<file path="src/sv/wmc_pkg.sv">
// shared types, constants and helpers for the water heater mode controller
`default_nettype none
package wmc_pkg;

  localparam int unsigned BAND_W   = 5;
  localparam int unsigned STEP_W   = 5;
  localparam int unsigned TEMP_W   = 8;
  localparam int unsigned IDLE_W   = 16;
  localparam int unsigned DIGIT_W  = 4;
  localparam int unsigned MODE_W   = 3;
  localparam int unsigned CFG_IDX_W = 3;
  localparam int unsigned CFG_DATA_W = 16;

  localparam logic [BAND_W-1:0] BAND_RST  = BAND_W'(5);
  localparam logic [STEP_W-1:0] STEP_RST  = STEP_W'(5);
  localparam logic [TEMP_W-1:0] UPPER_RST = TEMP_W'(70);
  localparam logic [TEMP_W-1:0] LOWER_RST = TEMP_W'(40);
  localparam logic [IDLE_W-1:0] IDLE_RST  = IDLE_W'(50);
  localparam logic [TEMP_W-1:0] TARGET_RST = TEMP_W'(60);

  // mode codes as seen on the result channel
  localparam logic [MODE_W-1:0] MODE_OFF    = 3'd0;
  localparam logic [MODE_W-1:0] MODE_OPER   = 3'd1;
  localparam logic [MODE_W-1:0] MODE_NORMAL = 3'd2;
  localparam logic [MODE_W-1:0] MODE_SET    = 3'd3;
  localparam logic [MODE_W-1:0] MODE_RESET  = 3'd4;

  typedef enum logic [CFG_IDX_W-1:0] {
    CFG_BAND  = 3'd0,
    CFG_STEP  = 3'd1,
    CFG_UPPER = 3'd2,
    CFG_LOWER = 3'd3,
    CFG_IDLE  = 3'd4
  } cfg_idx_t;

  typedef enum logic [4:0] {
    ST_OFF    = 5'b00001,
    ST_OPER   = 5'b00010,
    ST_NORMAL = 5'b00100,
    ST_SET    = 5'b01000,
    ST_RESET  = 5'b10000
  } state_t;

  typedef struct packed {
    logic [BAND_W-1:0] band;
    logic [STEP_W-1:0] step;
    logic [TEMP_W-1:0] upper;
    logic [TEMP_W-1:0] lower;
    logic [IDLE_W-1:0] idle_max;
  } cfg_t;

  typedef struct packed {
    logic               heater_on;
    logic               cooler_on;
    logic               display_on;
    logic               heat_blink;
    logic               set_blink;
    logic [DIGIT_W-1:0] units;
    logic [DIGIT_W-1:0] tens;
    logic               save;
    logic [TEMP_W-1:0]  target;
    logic [MODE_W-1:0]  mode;
  } res_t;

  typedef struct packed {
    logic [DIGIT_W-1:0] units;
    logic [DIGIT_W-1:0] tens;
  } digits_t;

  // split v mod 100 into tens and units digits, divide by ten via reciprocal
  function automatic digits_t split_digits(input logic [TEMP_W-1:0] v);
    logic [18:0]       prod;
    logic [4:0]        q;
    logic [4:0]        qt;
    logic [7:0]        q10;
    logic [7:0]        rem;
    digits_t           d;
    prod = 19'(v) * 19'd205;
    q    = prod[15:11];
    q10  = 8'({q, 3'b000}) + 8'({q, 1'b0});
    rem  = v - q10;
    if (q >= 5'd20) begin
      qt = q - 5'd20;
    end else if (q >= 5'd10) begin
      qt = q - 5'd10;
    end else begin
      qt = q;
    end
    d.units = rem[DIGIT_W-1:0];
    d.tens  = qt[DIGIT_W-1:0];
    return d;
  endfunction

  function automatic logic [MODE_W-1:0] mode_code(input state_t s);
    logic [MODE_W-1:0] c;
    case (s)
      ST_OFF:    c = MODE_OFF;
      ST_OPER:   c = MODE_OPER;
      ST_NORMAL: c = MODE_NORMAL;
      ST_SET:    c = MODE_SET;
      ST_RESET:  c = MODE_RESET;
      default:   c = MODE_OFF;
    endcase
    return c;
  endfunction

endpackage
`default_nettype wire

</file>
<file path="src/sv/wmc_cfg.sv">
// configuration register file of the water heater mode controller
`default_nettype none
module wmc_cfg (
  input  wire logic                             clk,
  input  wire logic                             rst_n,
  input  wire logic                             cfg_we,
  input  wire logic [wmc_pkg::CFG_IDX_W-1:0]    cfg_index,
  input  wire logic [wmc_pkg::CFG_DATA_W-1:0]   cfg_wdata,
  output wmc_pkg::cfg_t                         cfg
);
  import wmc_pkg::*;

  cfg_t cfg_r;

  always_ff @(posedge clk) begin
    if (!rst_n) begin
      cfg_r.band     <= BAND_RST;
      cfg_r.step     <= STEP_RST;
      cfg_r.upper    <= UPPER_RST;
      cfg_r.lower    <= LOWER_RST;
      cfg_r.idle_max <= IDLE_RST;
    end else if (cfg_we) begin
      case (cfg_index)
        CFG_BAND:  cfg_r.band     <= cfg_wdata[BAND_W-1:0];
        CFG_STEP:  cfg_r.step     <= cfg_wdata[STEP_W-1:0];
        CFG_UPPER: cfg_r.upper    <= cfg_wdata[TEMP_W-1:0];
        CFG_LOWER: cfg_r.lower    <= cfg_wdata[TEMP_W-1:0];
        CFG_IDLE:  cfg_r.idle_max <= cfg_wdata[IDLE_W-1:0];
        default: ;
      endcase
    end
  end

  assign cfg = cfg_r;

endmodule
`default_nettype wire

</file>
<file path="src/sv/wmc_core.sv">
// mode machine, thermostat and setpoint logic, one item per accepted cycle
`default_nettype none
module wmc_core (
  input  wire logic                        clk,
  input  wire logic                        rst_n,
  input  wire logic                        in_ok,
  input  wire logic                        pwr,
  input  wire logic                        up,
  input  wire logic                        down,
  input  wire logic [wmc_pkg::TEMP_W-1:0]  temp,
  input  wire wmc_pkg::cfg_t               cfg,
  output wmc_pkg::res_t                    res
);
  import wmc_pkg::*;

  state_t              st_r, st_nxt;
  logic                prev_set_r, prev_set_nxt;
  logic [TEMP_W-1:0]   target_r, target_nxt;
  logic [TEMP_W-1:0]   latched_r, latched_nxt;
  logic [IDLE_W-1:0]   idle_r, idle_nxt;
  logic                heater_r, heater_nxt;
  logic                cooler_r, cooler_nxt;
  logic                disp_r, disp_nxt;
  logic                hblink_r, hblink_nxt;
  logic                sblink_r, sblink_nxt;
  logic [DIGIT_W-1:0]  units_r, units_nxt;
  logic [DIGIT_W-1:0]  tens_r, tens_nxt;
  logic                save_r, save_nxt;

  logic [TEMP_W:0]     temp_lo;
  logic [TEMP_W:0]     target_hi;
  logic [TEMP_W-1:0]   tgt_up;
  logic [TEMP_W-1:0]   tgt_dn;
  logic                up_ok;
  logic                dn_ok;
  logic [IDLE_W-1:0]   idle_cur;
  digits_t             dig_latched;
  digits_t             dig_target;

  assign temp_lo     = {1'b0, temp} + (TEMP_W+1)'(cfg.band);
  assign target_hi   = {1'b0, target_r} + (TEMP_W+1)'(cfg.band);
  assign up_ok       = up && (target_r <= cfg.upper);
  assign tgt_up      = up_ok ? target_r + TEMP_W'(cfg.step) : target_r;
  assign dn_ok       = down && (tgt_up >= cfg.lower);
  assign tgt_dn      = dn_ok ? tgt_up - TEMP_W'(cfg.step) : tgt_up;
  assign idle_cur    = (up_ok || dn_ok) ? '0 : idle_r;
  assign dig_latched = split_digits(latched_r);
  assign dig_target  = split_digits(target_r);

  always_comb begin
    st_nxt       = st_r;
    prev_set_nxt = prev_set_r;
    target_nxt   = target_r;
    latched_nxt  = latched_r;
    idle_nxt     = idle_r;
    heater_nxt   = heater_r;
    cooler_nxt   = cooler_r;
    disp_nxt     = disp_r;
    hblink_nxt   = hblink_r;
    sblink_nxt   = sblink_r;
    units_nxt    = units_r;
    tens_nxt     = tens_r;
    save_nxt     = 1'b0;
    case (st_r)
      ST_OFF: begin
        if (pwr) begin
          disp_nxt = 1'b1;
          st_nxt   = ST_OPER;
        end
      end
      ST_OPER: begin
        latched_nxt = temp;
        // hysteresis compares kept unsigned by moving the band to the other side
        if (temp_lo <= {1'b0, target_r}) begin
          heater_nxt = 1'b1;
          cooler_nxt = 1'b0;
          hblink_nxt = 1'b1;
        end else if ({1'b0, temp} >= target_hi) begin
          heater_nxt = 1'b0;
          cooler_nxt = 1'b1;
          hblink_nxt = 1'b0;
        end
        st_nxt = prev_set_r ? ST_SET : ST_NORMAL;
      end
      ST_NORMAL: begin
        prev_set_nxt = 1'b0;
        units_nxt    = dig_latched.units;
        tens_nxt     = dig_latched.tens;
        if (up || down) begin
          st_nxt = ST_SET;
        end else if (pwr) begin
          st_nxt = ST_RESET;
        end else begin
          st_nxt = ST_OPER;
        end
      end
      ST_SET: begin
        prev_set_nxt = 1'b1;
        units_nxt    = dig_target.units;
        tens_nxt     = dig_target.tens;
        target_nxt   = tgt_dn;
        if (idle_cur >= cfg.idle_max) begin
          idle_nxt   = '0;
          sblink_nxt = 1'b0;
          save_nxt   = 1'b1;
          st_nxt     = ST_NORMAL;
        end else begin
          idle_nxt   = idle_cur + IDLE_W'(1);
          sblink_nxt = 1'b1;
          st_nxt     = pwr ? ST_RESET : ST_OPER;
        end
      end
      default: begin
        heater_nxt = 1'b0;
        cooler_nxt = 1'b0;
        disp_nxt   = 1'b0;
        hblink_nxt = 1'b0;
        sblink_nxt = 1'b0;
        save_nxt   = 1'b1;
        st_nxt     = ST_OFF;
      end
    endcase
  end

  always_ff @(posedge clk) begin
    if (!rst_n) begin
      st_r       <= ST_OFF;
      prev_set_r <= 1'b0;
      target_r   <= TARGET_RST;
      latched_r  <= '0;
      idle_r     <= '0;
      heater_r   <= 1'b0;
      cooler_r   <= 1'b0;
      disp_r     <= 1'b0;
      hblink_r   <= 1'b0;
      sblink_r   <= 1'b0;
      units_r    <= '0;
      tens_r     <= '0;
      save_r     <= 1'b0;
    end else if (in_ok) begin
      st_r       <= st_nxt;
      prev_set_r <= prev_set_nxt;
      target_r   <= target_nxt;
      latched_r  <= latched_nxt;
      idle_r     <= idle_nxt;
      heater_r   <= heater_nxt;
      cooler_r   <= cooler_nxt;
      disp_r     <= disp_nxt;
      hblink_r   <= hblink_nxt;
      sblink_r   <= sblink_nxt;
      units_r    <= units_nxt;
      tens_r     <= tens_nxt;
      save_r     <= save_nxt;
    end
  end

  always_comb begin
    res.heater_on  = heater_r;
    res.cooler_on  = cooler_r;
    res.display_on = disp_r;
    res.heat_blink = hblink_r;
    res.set_blink  = sblink_r;
    res.units      = units_r;
    res.tens       = tens_r;
    res.save       = save_r;
    res.target     = target_r;
    res.mode       = mode_code(st_r);
  end

  a_no_heat_and_cool: assert property (@(posedge clk) disable iff (!rst_n)
    !(heater_r && cooler_r))
    else $error("heater and cooler driven together");

  a_reset_goes_off: assert property (@(posedge clk) disable iff (!rst_n)
    (in_ok && st_r == ST_RESET) |=> (st_r == ST_OFF && save_r && !disp_r))
    else $error("reset mode did not return to off with a save");

  a_target_only_in_set: assert property (@(posedge clk) disable iff (!rst_n)
    !(in_ok && st_r == ST_SET) |=> $stable(target_r))
    else $error("target changed outside setpoint mode");

  a_save_source: assert property (@(posedge clk) disable iff (!rst_n)
    (in_ok && save_nxt) |-> (st_r == ST_SET || st_r == ST_RESET))
    else $error("save raised outside setpoint or reset mode");

endmodule
`default_nettype wire

</file>
<file path="src/sv/water_heater_mode_controller_top.sv">
// water heater mode controller top level: handshake, config and core
//
// usage:
//   input channel carries one task tick per item: three button levels and
//   the averaged water temperature; the result channel returns exactly one
//   item per tick with the drives, indicators, display digits, save strobe,
//   target and mode after that tick; config registers are written through
//   cfg_we / cfg_index / cfg_wdata by the user while the block is idle; the
//   block itself does not enforce this; unknown indexes are ignored
// latency: a result is valid the cycle after its item is accepted
// throughput: one item per cycle unless stalled; the state registers
//   double as the result register, so the next item is taken in the same
//   cycle the current result is taken
// stall: while out_stall holds a pending result, in_stall is raised and the
//   result stays unchanged
// reset: synchronous active-low rst_n puts the block in off mode, target 60,
//   all drives and indicators off, config registers to their defaults, and
//   no result pending
`default_nettype none
module water_heater_mode_controller_top (
  input  wire logic                              clk,
  input  wire logic                              rst_n,
  input  wire logic                              in_valid,
  output      logic                              in_stall,
  input  wire logic                              in_power_button,
  input  wire logic                              in_up_button,
  input  wire logic                              in_down_button,
  input  wire logic [wmc_pkg::TEMP_W-1:0]        in_measured_temp,
  output      logic                              out_valid,
  input  wire logic                              out_stall,
  output      logic                              out_heater_on,
  output      logic                              out_cooler_on,
  output      logic                              out_display_on,
  output      logic                              out_heat_indicator_blink,
  output      logic                              out_setpoint_blink,
  output      logic [wmc_pkg::DIGIT_W-1:0]       out_units_digit,
  output      logic [wmc_pkg::DIGIT_W-1:0]       out_tens_digit,
  output      logic                              out_save_strobe,
  output      logic [wmc_pkg::TEMP_W-1:0]        out_target_value,
  output      logic [wmc_pkg::MODE_W-1:0]        out_mode,
  input  wire logic                              cfg_we,
  input  wire logic [wmc_pkg::CFG_IDX_W-1:0]     cfg_index,
  input  wire logic [wmc_pkg::CFG_DATA_W-1:0]    cfg_wdata
);
  import wmc_pkg::*;

  cfg_t cfg;
  res_t res;
  logic in_ok;
  logic out_valid_r;

  assign in_stall = out_valid_r && out_stall;
  assign in_ok    = in_valid && !in_stall;

  always_ff @(posedge clk) begin
    if (!rst_n) begin
      out_valid_r <= 1'b0;
    end else if (in_ok) begin
      out_valid_r <= 1'b1;
    end else if (!out_stall) begin
      out_valid_r <= 1'b0;
    end
  end

  wmc_cfg u_cfg (
    .clk       (clk),
    .rst_n     (rst_n),
    .cfg_we    (cfg_we),
    .cfg_index (cfg_index),
    .cfg_wdata (cfg_wdata),
    .cfg       (cfg)
  );

  wmc_core u_core (
    .clk   (clk),
    .rst_n (rst_n),
    .in_ok (in_ok),
    .pwr   (in_power_button),
    .up    (in_up_button),
    .down  (in_down_button),
    .temp  (in_measured_temp),
    .cfg   (cfg),
    .res   (res)
  );

  assign out_valid                = out_valid_r;
  assign out_heater_on            = res.heater_on;
  assign out_cooler_on            = res.cooler_on;
  assign out_display_on           = res.display_on;
  assign out_heat_indicator_blink = res.heat_blink;
  assign out_setpoint_blink       = res.set_blink;
  assign out_units_digit          = res.units;
  assign out_tens_digit           = res.tens;
  assign out_save_strobe          = res.save;
  assign out_target_value         = res.target;
  assign out_mode                 = res.mode;

endmodule
`default_nettype wire
</file>
<file path="config.mk">
export PLATFORM = sky130hd
export DESIGN_NAME = water_heater_mode_controller_top
export DESIGN_NICKNAME = d
export VERILOG_FILES = /design/src/sv/wmc_pkg.sv /design/src/sv/wmc_cfg.sv /design/src/sv/wmc_core.sv /design/src/sv/water_heater_mode_controller_top.sv
export SDC_FILE = /design/constraint.sdc
export NUM_CORES = 1
export LEC_CHECK = 0
export ABC_AREA = 0
export BUFFER_PORTS_ARGS = -buffer_cell sky130_fd_sc_hd__buf_2
export CORE_MARGIN = 1.5
export CORE_UTILIZATION = 65
export CTS_CLUSTER_SIZE = 20
export DETAILED_ROUTE_END_ITERATION = 12
export PLACE_DENSITY = 0.85
export SLEW_MARGIN = 20
export SYNTH_ARGS = -nofsm -noshare
export SYNTH_HDL_FRONTEND = slang
export SYNTH_HIERARCHICAL = 1
export SYNTH_SLANG_ARGS = --single-unit
export TNS_END_PERCENT = 20
</file>
<file path="constraint.sdc">
create_clock -name clk -period 19.53 [get_ports clk]
set_input_delay 0.9765 -clock clk [delete_from_list [all_inputs] [get_ports clk]]
set_output_delay 0.9765 -clock clk [all_outputs]
set_load 0.005 [all_outputs]
</file>
==> flow_summary.toml <==
[run_status]
status = "completed"

[route]
drc = 0
drt_iter0_markers = 459
avgViaCountPerCell = 5.87
wl_mm = 20.7
ant_nets = 0
dr.pass1.iters = 5
routedWlPerCell_um = 15.9
dr_total_vias = 7656

[finish]
register_area_sq_um = 1880
stdcell_count = 1304
nets = 1346
multi_input_area_sq_um = 6480
syn2layout_area_growth_pct = 7.77
antenna_cells = 0
drive_gt1_frac = 0.0899
n_fill_cell = 1104

[power_and_ir_drop]
power_density_nw_per_um2 = 46.3
irDropWorstVdd_uv = 69.9
cellLeakagePower_nw = 4.90

[clock_tree]
cts_tree = "done"
cts-buffers-inserted = 9
cts.path.max_buffers = 2
post_cts_buffers = 0
htreeDepth = 3
cts-resized-gates = 0
cts_sinks = 94
clock_latency_ns = 0.35
cts_hold_buffers = 0
cts-root-buf = "clkbuf_16"
clk_pin_slew_ns = 0.07

[worst_setup_path]
critical_path_class = "flip-flop to flip-flop"
path_max_fanout = 26
worstPathArrival_ns = 7.26
worstPathRequired_ns = 19.83
cp-end-kind = "flip-flop"
critPathMaxStageDelay_ns = 0.65
cp_common_cell = "a21o_1"
rr_worst_depth = 25
crit_path_start_kind = "flip-flop"
cp_slowest_cell = "dfxtp_1"

[synthesis]
yosys.cell_types.count = 73
synth_top_cell_by_area = "ha_1"
yosysSeqAreaShare = 0.207
async_flop_share = 0
synth_top_area_share = 0.227
synth_most_common_cell = "ha_1"
syn_avg_cell_area_sq_um = 8.41
ys_warn_count = 6
synth_area_leaders = "ha_1 23%, dfxtp_1 21%, inv_1 5.9%"
synth_edf_count = 0
synth-seq-cells = 94
yosys-top-cells-count = "165 x ha_1, 144 x inv_1, 101 x nand2_1"
synth-main-ff-cell = "dfxtp_1"
synth_nets = 1306
netlist_area_sq_um = 9090
synthCells = 1080

[sta]
rsz0062_at_grt = "false"
drv_slew = 0
period_needed_ns = 6.96
fin_skew_ns = 0.00964
max_freq_ghz = 0.144
relSlewSlack = 0.291
setup_viol = 0
hold_viol = 0
max_slew.worst_pin.slew_ns = 1.06
setup-tns-final_ns = 0
fin_crit_sh = 0.356

[floorplanning]
core_area_sq_um = 13800
fp.dieW_um = 121
io_pins = 62
start_util = 0.660
die_h_um = 121
row_count = 43
die_area_sq_um = 14700

[global_route]
grt_max_degree = 87
grt_first_pass_wirelength_mm = 34.5
gr-usage-all-layers = 0.294
gr-total-overflow = 0
antenna_found_initial = 0
grt_pass1_vias = 7337

[placed_design]
portBuffers = 61
place_hpwl_mm = 16.1
place.gp.congestion = 0.886
dp_cells = 1289

[worst_hold_path]
hold_class = "flip-flop to flip-flop"
hold_depth = 2

[run]
cap_violations = 0
-- layout by cell type, fill, tap and decap left out, types with 3 or more instances in the layout --
cell,Yosys,layout
a211oi_1,11,11
a21o_1,31,31
a21oi_1,49,49
a31oi_1,7,7
and2_1,20,20
and3_1,9,9
and4_1,3,3
buf_2,5,61
buf_4,6,5
clkbuf_16,0,9
dfxtp_1,94,94
fa_1,26,26
ha_1,165,165
inv_1,144,144
mux2i_1,49,49
nand2_1,101,101
nand2b_1,6,6
nand3_1,28,28
nand4_1,17,17
nor2_1,50,50
nor2b_1,27,27
nor3_1,15,15
nor3b_1,8,8
nor4_1,3,3
o211ai_1,15,15
o21a_1,9,9
o21ai_0,37,37
o21bai_1,6,6
o22ai_1,4,4
or3_1,6,6
or4_1,3,3
xnor2_1,32,32
xor2_1,14,14
-- cells by family after synthesis --
family	after synthesis	share of synthesized area
mux	49	0.0540
fa+ha+maj	191	0.284
xor+xnor	47	0.0468
compound gates	201	0.149
flops	94	0.207
buf+inv	182	0.0800
simple gates	316	0.179
-- per-layer routing --
layer	up-vias	GRT usage	wire length [um]	share of wire
li1	3818	-	-	-
met1	3549	0.368	8980	0.43
met4	0	0.111	576	0.028
met2	238	0.502	9960	0.48
met5	-	0	0	0
met3	51	0.0555	1170	0.057
-- power breakdown --
group          internal (mW)  leakage (nW)  switching, mW
Clock                  0.113         0.150         0.0800
Sequential             0.195         0.761        0.00259
Combinational         0.0259          3.99         0.0376
Total                  0.334          4.90          0.120
-- cell type report --
cell class                      count  share of cell area
Clock buffer                        9              0.0230
Clock inverter                      6             0.00971
Inverter                          145              0.0556
Multi-Input combinational cell    804               0.662
Sequential cell                    94               0.192
Tap cell                          180              0.0230
Timing Repair Buffer               66              0.0350
-- worst max-delay path: cells and delay by family, from the launching register on --
kind,cells,cell delay [ns]
adders and majority gates,3,0.97
AOI/OAI and AO/OA,16,3.56
DFF,1,0.65
buffers and inverters,1,0.26
and+or+nand+nor,5,1.47
-- state kept, by name, summed over array words and instances, names as in the netlist --
name / cells
u_core/prev_set_r: 1
u_core/sblink_r: 1
u_core/cooler_r: 1
u_core/st_r: 5
u_cfg/cfg: 42
u_core/target_r: 8
u_core/latched_r: 8
u_core/tens_r: 4
u_core/save_r: 1
u_core/hblink_r: 1
out_valid: 1
u_core/disp_r: 1
u_core/units_r: 4
u_core/idle_r: 16
-- worst paths after layout --
kind,from,slack (ns),to
worst max-delay path,u_core/target_r[1],12.57,u_core/idle_r[6]
worst min-delay path,u_cfg/cfg[22],0.46,u_cfg/cfg[22]
worst max register to register,u_core/target_r[1],12.57,u_core/idle_r[6]
worst min register to register,u_cfg/cfg[22],0.46,u_cfg/cfg[22]
-- metrics by stage --
step	worst slack [ns]	power (mW)	hold slack (ns)	utilization	area, sq um
final	12.57	0.454	0.458	0.711	9790
after global routing	11.92	0.471	0.475	0.711	9790
after CTS	12.61	0.456	0.459	0.711	9790
after detailed placement	12.76	0.263	0.450	0.688	9470
after global placement	12.99	0.262	0.444	0.688	9470
after floorplan	13.31	0.246	0.435	-	9090
Note: power is estimated with default switching activity, not from simulation.
